--- config.mk ---
export PLATFORM = sky130hd
export DESIGN_NAME = line_pixel_stepper
export DESIGN_NICKNAME = d
export VERILOG_FILES = /design/src/rtl/core/lps_pkg.sv /design/src/rtl/core/line_pixel_stepper.sv
export SDC_FILE = /design/constraint.sdc
export NUM_CORES = 1
export LEC_CHECK = 0
export ABC_AREA = 1
export BUFFER_PORTS_ARGS = -buffer_cell sky130_fd_sc_hd__buf_4
export CAP_MARGIN = 20
export CORE_ASPECT_RATIO = 1.75
export CORE_UTILIZATION = 30
export DETAILED_ROUTE_END_ITERATION = 7
export GPL_TIMING_DRIVEN = 0
export PLACE_DENSITY_LB_ADDON = 0.1
export RECOVER_POWER = 100
export SYNTH_ARGS = -nofsm -noshare
export SYNTH_HDL_FRONTEND = slang
export SYNTH_SLANG_ARGS = --single-unit
--- constraint.sdc ---
create_clock -name clk -period 6.2 [get_ports clk]
set_input_delay 0.62 -clock clk [delete_from_list [all_inputs] [get_ports clk]]
set_output_delay 0.62 -clock clk [all_outputs]
set_load 0.01 [all_outputs]
--- src/rtl/core/lps_pkg.sv ---
`timescale 1ns / 1ps
`default_nettype none
// ----------------------------------------------------------------------------
// lps_pkg
// Shared types and command codes for the line pixel stepper.
// ----------------------------------------------------------------------------
package lps_pkg;

  // Command carried by each input item
  typedef enum logic [0:0] {
    CMD_LOAD = 1'b0,
    CMD_STEP = 1'b1
  } cmd_t;

endpackage
`default_nettype wire

--- src/rtl/core/line_pixel_stepper.sv ---
`timescale 1ns / 1ps
`default_nettype none
// ----------------------------------------------------------------------------
// line_pixel_stepper
// Integer line rasterizer: load two endpoints, then walk the line one pixel
// per step command using the classic error-term stepping.
// ----------------------------------------------------------------------------
// Usage:
//   Input channel (in_valid/in_ready): a load item (cmd = load) takes start
//   and end points and produces the start pixel; a step item produces the
//   next pixel along the major axis. A step with no line active produces an
//   item with is_valid = 0 and zero coordinates.
//   Result channel (out_valid/out_ready): exactly one item per input item.
//   out_valid rises in the cycle after input accept. Throughput is one
//   item per cycle while the receiver takes results, as the error term and
//   the current pixel, which each item reads and writes, update on accept.
//   The result register accepts a new item while its current item is taken
//   in the same cycle; when the receiver stalls, in_ready drops and the
//   pending result holds.
//   Reset (rst_n low, synchronous) clears out_valid and leaves no line
//   active. A load while a line is active replaces it.
// ----------------------------------------------------------------------------
module line_pixel_stepper #(
  parameter int COORD_BITS = 12
) (
  input  wire logic                  clk,
  input  wire logic                  rst_n,
  input  wire logic                  in_valid,
  output logic                       in_ready,
  input  wire logic                  in_cmd,
  input  wire logic [COORD_BITS-1:0] in_start_x,
  input  wire logic [COORD_BITS-1:0] in_start_y,
  input  wire logic [COORD_BITS-1:0] in_end_x,
  input  wire logic [COORD_BITS-1:0] in_end_y,
  output logic                       out_valid,
  input  wire logic                  out_ready,
  output logic [COORD_BITS-1:0]      out_pixel_x,
  output logic [COORD_BITS-1:0]      out_pixel_y,
  output logic                       out_is_last,
  output logic                       out_is_valid
);

  localparam int CW = COORD_BITS;
  localparam int EW = COORD_BITS + 3;

  // Line state
  logic [CW-1:0]        cur_x_r, cur_x_nxt;
  logic [CW-1:0]        cur_y_r, cur_y_nxt;
  logic [CW-1:0]        target_x_r, target_x_nxt;
  logic [CW-1:0]        target_y_r, target_y_nxt;
  logic signed [EW-1:0] err_r, err_nxt;
  logic [CW-1:0]        abs_dx_r, abs_dx_nxt;
  logic [CW-1:0]        abs_dy_r, abs_dy_nxt;
  logic                 x_major_r, x_major_nxt;
  logic                 step_neg_r, step_neg_nxt;
  logic                 same_sign_r, same_sign_nxt;
  logic                 running_r, running_nxt;

  // Result register
  logic                 out_valid_r, out_valid_nxt;
  logic [CW-1:0]        px_r, px_nxt;
  logic [CW-1:0]        py_r, py_nxt;
  logic                 last_r, last_nxt;
  logic                 pvalid_r, pvalid_nxt;

  logic                 in_fire;

  // Load path terms
  logic signed [CW:0]   dx, dy;
  logic [CW-1:0]        ld_adx, ld_ady;
  logic                 ld_xmaj;
  logic signed [EW-1:0] ld_adx_e, ld_ady_e;

  // Step path terms
  logic                 minor_neg;
  logic signed [EW-1:0] st_adx_e, st_ady_e;
  logic                 st_last;

  assign in_ready = !out_valid_r || out_ready;
  assign in_fire  = in_valid && in_ready;

  // Deltas and their magnitudes for a load, plus the step path terms
  always_comb begin
    dx       = $signed({1'b0, in_end_x}) - $signed({1'b0, in_start_x});
    dy       = $signed({1'b0, in_end_y}) - $signed({1'b0, in_start_y});
    ld_adx   = dx[CW] ? CW'(-dx) : dx[CW-1:0];
    ld_ady   = dy[CW] ? CW'(-dy) : dy[CW-1:0];
    ld_xmaj  = ld_ady <= ld_adx;
    ld_adx_e = $signed({3'b000, ld_adx});
    ld_ady_e = $signed({3'b000, ld_ady});
    st_adx_e = $signed({3'b000, abs_dx_r});
    st_ady_e = $signed({3'b000, abs_dy_r});
    minor_neg = step_neg_r ^ !same_sign_r;
  end

  // Next state and next result
  always_comb begin
    cur_x_nxt     = cur_x_r;
    cur_y_nxt     = cur_y_r;
    target_x_nxt  = target_x_r;
    target_y_nxt  = target_y_r;
    err_nxt       = err_r;
    abs_dx_nxt    = abs_dx_r;
    abs_dy_nxt    = abs_dy_r;
    x_major_nxt   = x_major_r;
    step_neg_nxt  = step_neg_r;
    same_sign_nxt = same_sign_r;
    running_nxt   = running_r;
    out_valid_nxt = out_valid_r && !out_ready;
    px_nxt        = px_r;
    py_nxt        = py_r;
    last_nxt      = last_r;
    pvalid_nxt    = pvalid_r;
    st_last       = 1'b0;

    if (in_fire) begin
      out_valid_nxt = 1'b1;
      if (in_cmd == lps_pkg::CMD_LOAD) begin
        // Load endpoints and emit the start pixel
        abs_dx_nxt    = ld_adx;
        abs_dy_nxt    = ld_ady;
        x_major_nxt   = ld_xmaj;
        step_neg_nxt  = ld_xmaj ? !(in_start_x < in_end_x) : !(in_start_y < in_end_y);
        same_sign_nxt = (dx[CW] && dy[CW]) ||
                        (!dx[CW] && (dx != '0) && !dy[CW] && (dy != '0));
        err_nxt       = ld_xmaj ? ((ld_ady_e <<< 1) - ld_adx_e)
                                : ((ld_adx_e <<< 1) - ld_ady_e);
        cur_x_nxt     = in_start_x;
        cur_y_nxt     = in_start_y;
        target_x_nxt  = in_end_x;
        target_y_nxt  = in_end_y;
        st_last       = ld_xmaj ? (in_start_x == in_end_x) : (in_start_y == in_end_y);
        running_nxt   = !st_last;
        px_nxt        = in_start_x;
        py_nxt        = in_start_y;
        last_nxt      = st_last;
        pvalid_nxt    = 1'b1;
      end else if (!running_r) begin
        // Drop the step: no line active
        px_nxt     = '0;
        py_nxt     = '0;
        last_nxt   = 1'b0;
        pvalid_nxt = 1'b0;
      end else begin
        // Advance one pixel along the major axis
        if (x_major_r) begin
          cur_x_nxt = step_neg_r ? (cur_x_r - 1'b1) : (cur_x_r + 1'b1);
          if (err_r < 0) begin
            err_nxt = err_r + (st_ady_e <<< 1);
          end else begin
            cur_y_nxt = minor_neg ? (cur_y_r - 1'b1) : (cur_y_r + 1'b1);
            err_nxt   = err_r + ((st_ady_e - st_adx_e) <<< 1);
          end
          st_last = cur_x_nxt == target_x_r;
        end else begin
          cur_y_nxt = step_neg_r ? (cur_y_r - 1'b1) : (cur_y_r + 1'b1);
          if (err_r <= 0) begin
            err_nxt = err_r + (st_adx_e <<< 1);
          end else begin
            cur_x_nxt = minor_neg ? (cur_x_r - 1'b1) : (cur_x_r + 1'b1);
            err_nxt   = err_r + ((st_adx_e - st_ady_e) <<< 1);
          end
          st_last = cur_y_nxt == target_y_r;
        end
        running_nxt = !st_last;
        px_nxt      = cur_x_nxt;
        py_nxt      = cur_y_nxt;
        last_nxt    = st_last;
        pvalid_nxt  = 1'b1;
      end
    end
  end

  // State and result registers
  always_ff @(posedge clk) begin
    if (!rst_n) begin
      cur_x_r     <= '0;
      cur_y_r     <= '0;
      target_x_r  <= '0;
      target_y_r  <= '0;
      err_r       <= '0;
      abs_dx_r    <= '0;
      abs_dy_r    <= '0;
      x_major_r   <= 1'b0;
      step_neg_r  <= 1'b0;
      same_sign_r <= 1'b0;
      running_r   <= 1'b0;
      out_valid_r <= 1'b0;
    end else begin
      cur_x_r     <= cur_x_nxt;
      cur_y_r     <= cur_y_nxt;
      target_x_r  <= target_x_nxt;
      target_y_r  <= target_y_nxt;
      err_r       <= err_nxt;
      abs_dx_r    <= abs_dx_nxt;
      abs_dy_r    <= abs_dy_nxt;
      x_major_r   <= x_major_nxt;
      step_neg_r  <= step_neg_nxt;
      same_sign_r <= same_sign_nxt;
      running_r   <= running_nxt;
      out_valid_r <= out_valid_nxt;
    end
  end

  // Result payload holds without reset
  always_ff @(posedge clk) begin
    px_r     <= px_nxt;
    py_r     <= py_nxt;
    last_r   <= last_nxt;
    pvalid_r <= pvalid_nxt;
  end

  assign out_valid    = out_valid_r;
  assign out_pixel_x  = px_r;
  assign out_pixel_y  = py_r;
  assign out_is_last  = last_r;
  assign out_is_valid = pvalid_r;

`ifndef ASSERT_OFF
  // The line stays active exactly when the latest pixel was not the last
  a_running_vs_last: assert property (@(posedge clk) disable iff (!rst_n)
    (out_valid_r && pvalid_r) |-> (running_r == !last_r))
    else $error("running flag disagrees with last pixel");

  // A last marker only comes with a real pixel
  a_last_is_valid: assert property (@(posedge clk) disable iff (!rst_n)
    (out_valid_r && last_r) |-> pvalid_r)
    else $error("last set on an invalid item");

  // A step with no active line yields an invalid item
  a_idle_step: assert property (@(posedge clk) disable iff (!rst_n)
    (in_fire && (in_cmd == lps_pkg::CMD_STEP) && !running_r) |=>
      (out_valid_r && !pvalid_r))
    else $error("step without active line produced a pixel");
`endif

endmodule
`default_nettype wire

==> summary.md <==
The worst-case IR drop observed on VDD is 0.191 mV. The number of buffers created by CTS is 17, and the number of enable-type register cells in the synthesized netlist is 26. The number of pins with negative max-slew slack in the final report was 0. The die area came out at 40900 sq um. In the global route stage, overall resource usage came out at 23.3%. The layout-stage area growth over the synthesis result was 13.7%; the synthesis-stage register bit count was 118.

The category of the worst setup path capture point was a register. The post-CTS setup-driven buffer insertion count came out at 0. The number of different library cells used by synthesis comes to 58. Setup repair after global routing left no endpoint under its margin. The worst setup path is launched from an input port. Synthesis produced a netlist with a net count of 2014. The number of antenna violations at the first check in global routing is 0. The path class of the tightest hold or removal check is input port to register. Clock-pin slew was measured on the worst setup and hold paths at 60 ps. During placement, the flow inserted port buffers numbering 79. The logs give 2113 for the final net count and 530 ps for the worst path setup slack after routing.

The number of cells traversed by the worst hold path was 3; the total wire length was 46900 um. The worst register-to-register path ends at err_r[13]. The die is 267 um tall.

By startpoint and endpoint, the worst setup path is classified as input port to register. CTS built an H-tree with a depth of 4. The average instance area after synthesis works out to 6.47 sq um. The pin slew with the least headroom to its limit was 1010 ps.

The initialized floorplan defines 96 standard-cell rows. Adding up every negative setup slack in the final design gives 0 ps. The initial utilization of the core area, before any placement, comes to 30.5%. Leaving out filler cells and counting taps, the final layout contains 2461.

The maximum buffer depth of the clock tree was 2; the residual antenna-violating net count after detailed routing was 0. In this run the horizontal extent of the chip is 153 um. The commonest non-fill, non-tap cell in the layout is nand2_1.

The post-detailed-placement cell area is 13200 sq um, and the total of warnings raised by yosys is 0. Across the whole layout, storage elements account for 2620 sq um. The tools report the hold-critical path endpoint as target_x_r[8]. For this run, asynchronously set or reset flops after synthesis account for 0%.

The number of hold buffers added after CTS was 0. Data on the critical path is required at its endpoint by 6490 ps. For this run, design rule violations remaining after detail routing come to 0. Sequential cells were found to cover 21.8% of the synthesized design area.

During I/O placement, the number of pins put on the boundary was 81. Routability-driven placement finished with a final weighted congestion of 0.913. The flow ran to the end, and the final reports show no timing, DRC or antenna violations. For the area of the core region, the log shows 39400 sq um. After global routing the overflow that remains totals 0. The number of sinks on the clock net is 118. Entering global routing, the biggest net connects 29 pins. Number of vias after detailed routing: 12500. In the layout the commonest cells are nand2_1, inv_1, o21ai_0, a21oi_1, nor2_1. The origin of the critical flop-to-flop path was err_r[3]. Measured against its own limit, the worst slew margin works out to 32.6%.

For this run, the share of the core covered by cells in the final layout is 34.7%. The share of Yosys cell area claimed by the top area cell type was 15.3%; the final critical-path required period was 5670 ps. Counting tap cells, the placed design contains a total of 2429 instances. Gates resized during post-CTS repair numbered 0. The first global-routing pass estimated 71100 um of wire. Summed over all instances, the cell type with the most area after synthesis is dfxtp_1. For the combined area of the multi-input logic cells, the log shows 7890 sq um. The data arrival time of the worst path is 5960 ps.

Static timing analysis puts the maximum clock frequency at 176 MHz. The tools report the final non-filler cell area as 13700 sq um. For this design, the slowest cell found on the critical path is xor2_1. The maximum net fanout on the critical path was 10; the placement-stage worst setup slack was 168 ps. The worst-case reg-to-reg path depth is 23. The pre-antenna-repair detailed-routing pass consisted of 5 iterations. Power spread over the standard cell area amounts to 329 nW/um^2. The run gives 12400 as the via count of the first global-routing pass.

Counting the fill cells in the layout gives 4379. In this run the static leakage power is 6.67 nW. The final clock period utilization by the worst path is 91.5%. For this run, the slowest stage of the critical path takes 690 ps.

For flop-to-flop paths, the worst setup slack is 1040 ps. The master cell of the clock root buffer is clkbuf_16. The tools report the max-cap violation count as 0.

Ranked by total cell area, the synthesized netlist is headed by dfxtp_1, nand2_1, ha_1. Setup violations remaining at the end of the flow were counted as 0. Power comes to 4.50 mW. Between clock sinks in the finished design, the worst skew comes to 13.8 ps. The critical hold path startpoint is in_end_x[8].

The detail-routed via count per cell came out at 5.07. For the initial detailed-routing violation count, the log shows 677. The gate count of the mapped netlist is 1859, and the antenna diode count is 0.

TritonCTS built the clock tree. The tools report the count of endpoints failing hold in the final timing report as 0. The logs give 39200 um for the half-perimeter wire length after placement and 425 ps for the final hold slack. After detailed routing, the average wire length per cell comes to 19.1 um. The clock reaches the later pin of the worst-skew pair after 440 ps. The mapped netlist covers 12000 sq um. Cells with a size suffix above 1 make up 8.63% of the layout. For this run, the leading register cell type out of synthesis is dfxtp_1.
## power breakdown
group	internal, mW	switching, mW
clock network	0.668	0.399
registers	0.872	0.0603
logic	0.847	1.65
## worst max-delay path, delay by kind of cell
kind	cells	cell delay, ps
AO/OA/AOI/OAI	8	1450
XOR/XNOR	1	690
adder cells (fa/ha/maj)	3	1000
buffers and inverters	6	910
AND/OR/NAND/NOR	12	1280
## cell usage after synthesis (4+ instances only)
| cell | n |
|---|---|
| nand3_1 | 91 |
| nand4_1 | 18 |
| xor2_1 | 77 |
| a211oi_1 | 5 |
| nand3_2 | 15 |
| xnor2_1 | 15 |
| or2_2 | 9 |
| buf_2 | 4 |
| a21oi_1 | 162 |
| o21bai_1 | 5 |
| a21oi_2 | 10 |
| clkinv_1 | 4 |
| a221oi_1 | 4 |
| nand3b_1 | 7 |
| fa_1 | 7 |
| nor3_1 | 14 |
| nor2_1 | 143 |
| nor2_2 | 4 |
| buf_1 | 4 |
| a31oi_1 | 12 |
| o211ai_1 | 29 |
| edfxtp_1 | 26 |
| o21ai_0 | 196 |
| inv_1 | 291 |
| nand2_4 | 10 |
| dfxtp_1 | 92 |
| o2111ai_1 | 11 |
| inv_2 | 11 |
| ha_1 | 95 |
| nand2_2 | 31 |
| clkbuf_1 | 60 |
| nor4_1 | 4 |
| nand2_1 | 354 |
## cell type report
class	count	share of cell area (%)
plain buffers	71	2.19
clock buffers	18	3.14
clock inverters	14	1.34
inverters	307	8.44
multi-input cells	1363	57.6
flip-flops and latches	118	19.2
well taps	490	4.48
repair buffers	80	3.59
## logic make-up after synthesis
| group | synth area share (%) |
|---|---|
| xor gates and xnor gates | 6.83 |
| adders and majority gates | 11.0 |
| AOI/OAI and AO/OA | 21.4 |
| and+or+nand+nor | 26.7 |
| muxes | 0.166 |
| buffers and inverters | 12.1 |
| DFF | 21.8 |
## per-layer routing
layer	track usage (%)	wire (um)
met5	0	0
met3	2.34	1650
met1	24.7	18400
met4	10.4	1770
met2	45.6	25100
## registers in the layout (all words and copies together) (netlist names)
signal / count
err_r: 15
abs_dx_r: 12
abs_dy_r: 12
cur_x_r: 12
cur_y_r: 12
out_pixel_x: 12
out_pixel_y: 12
target_x_r: 12
target_y_r: 12
out_is_last: 1
out_is_valid: 1
out_valid: 1
running_r: 1
same_sign_r: 1
step_neg_r: 1
x_major_r: 1
## worst max-delay path by stage
stage | slack [ps] | to | start
final | 530 | err_r[9] | in_end_x[0]
after global routing | 190 | err_r[9] | in_end_x[0]
after CTS | 620 | err_r[9] | in_end_x[0]
after detailed placement | 170 | err_r[9] | in_end_x[0]
after global placement | 160 | out_is_last | in_end_x[0]
after floorplan | 1860 | err_r[14] | in_end_x[0]
Note: power is estimated with default switching activity, not from simulation.
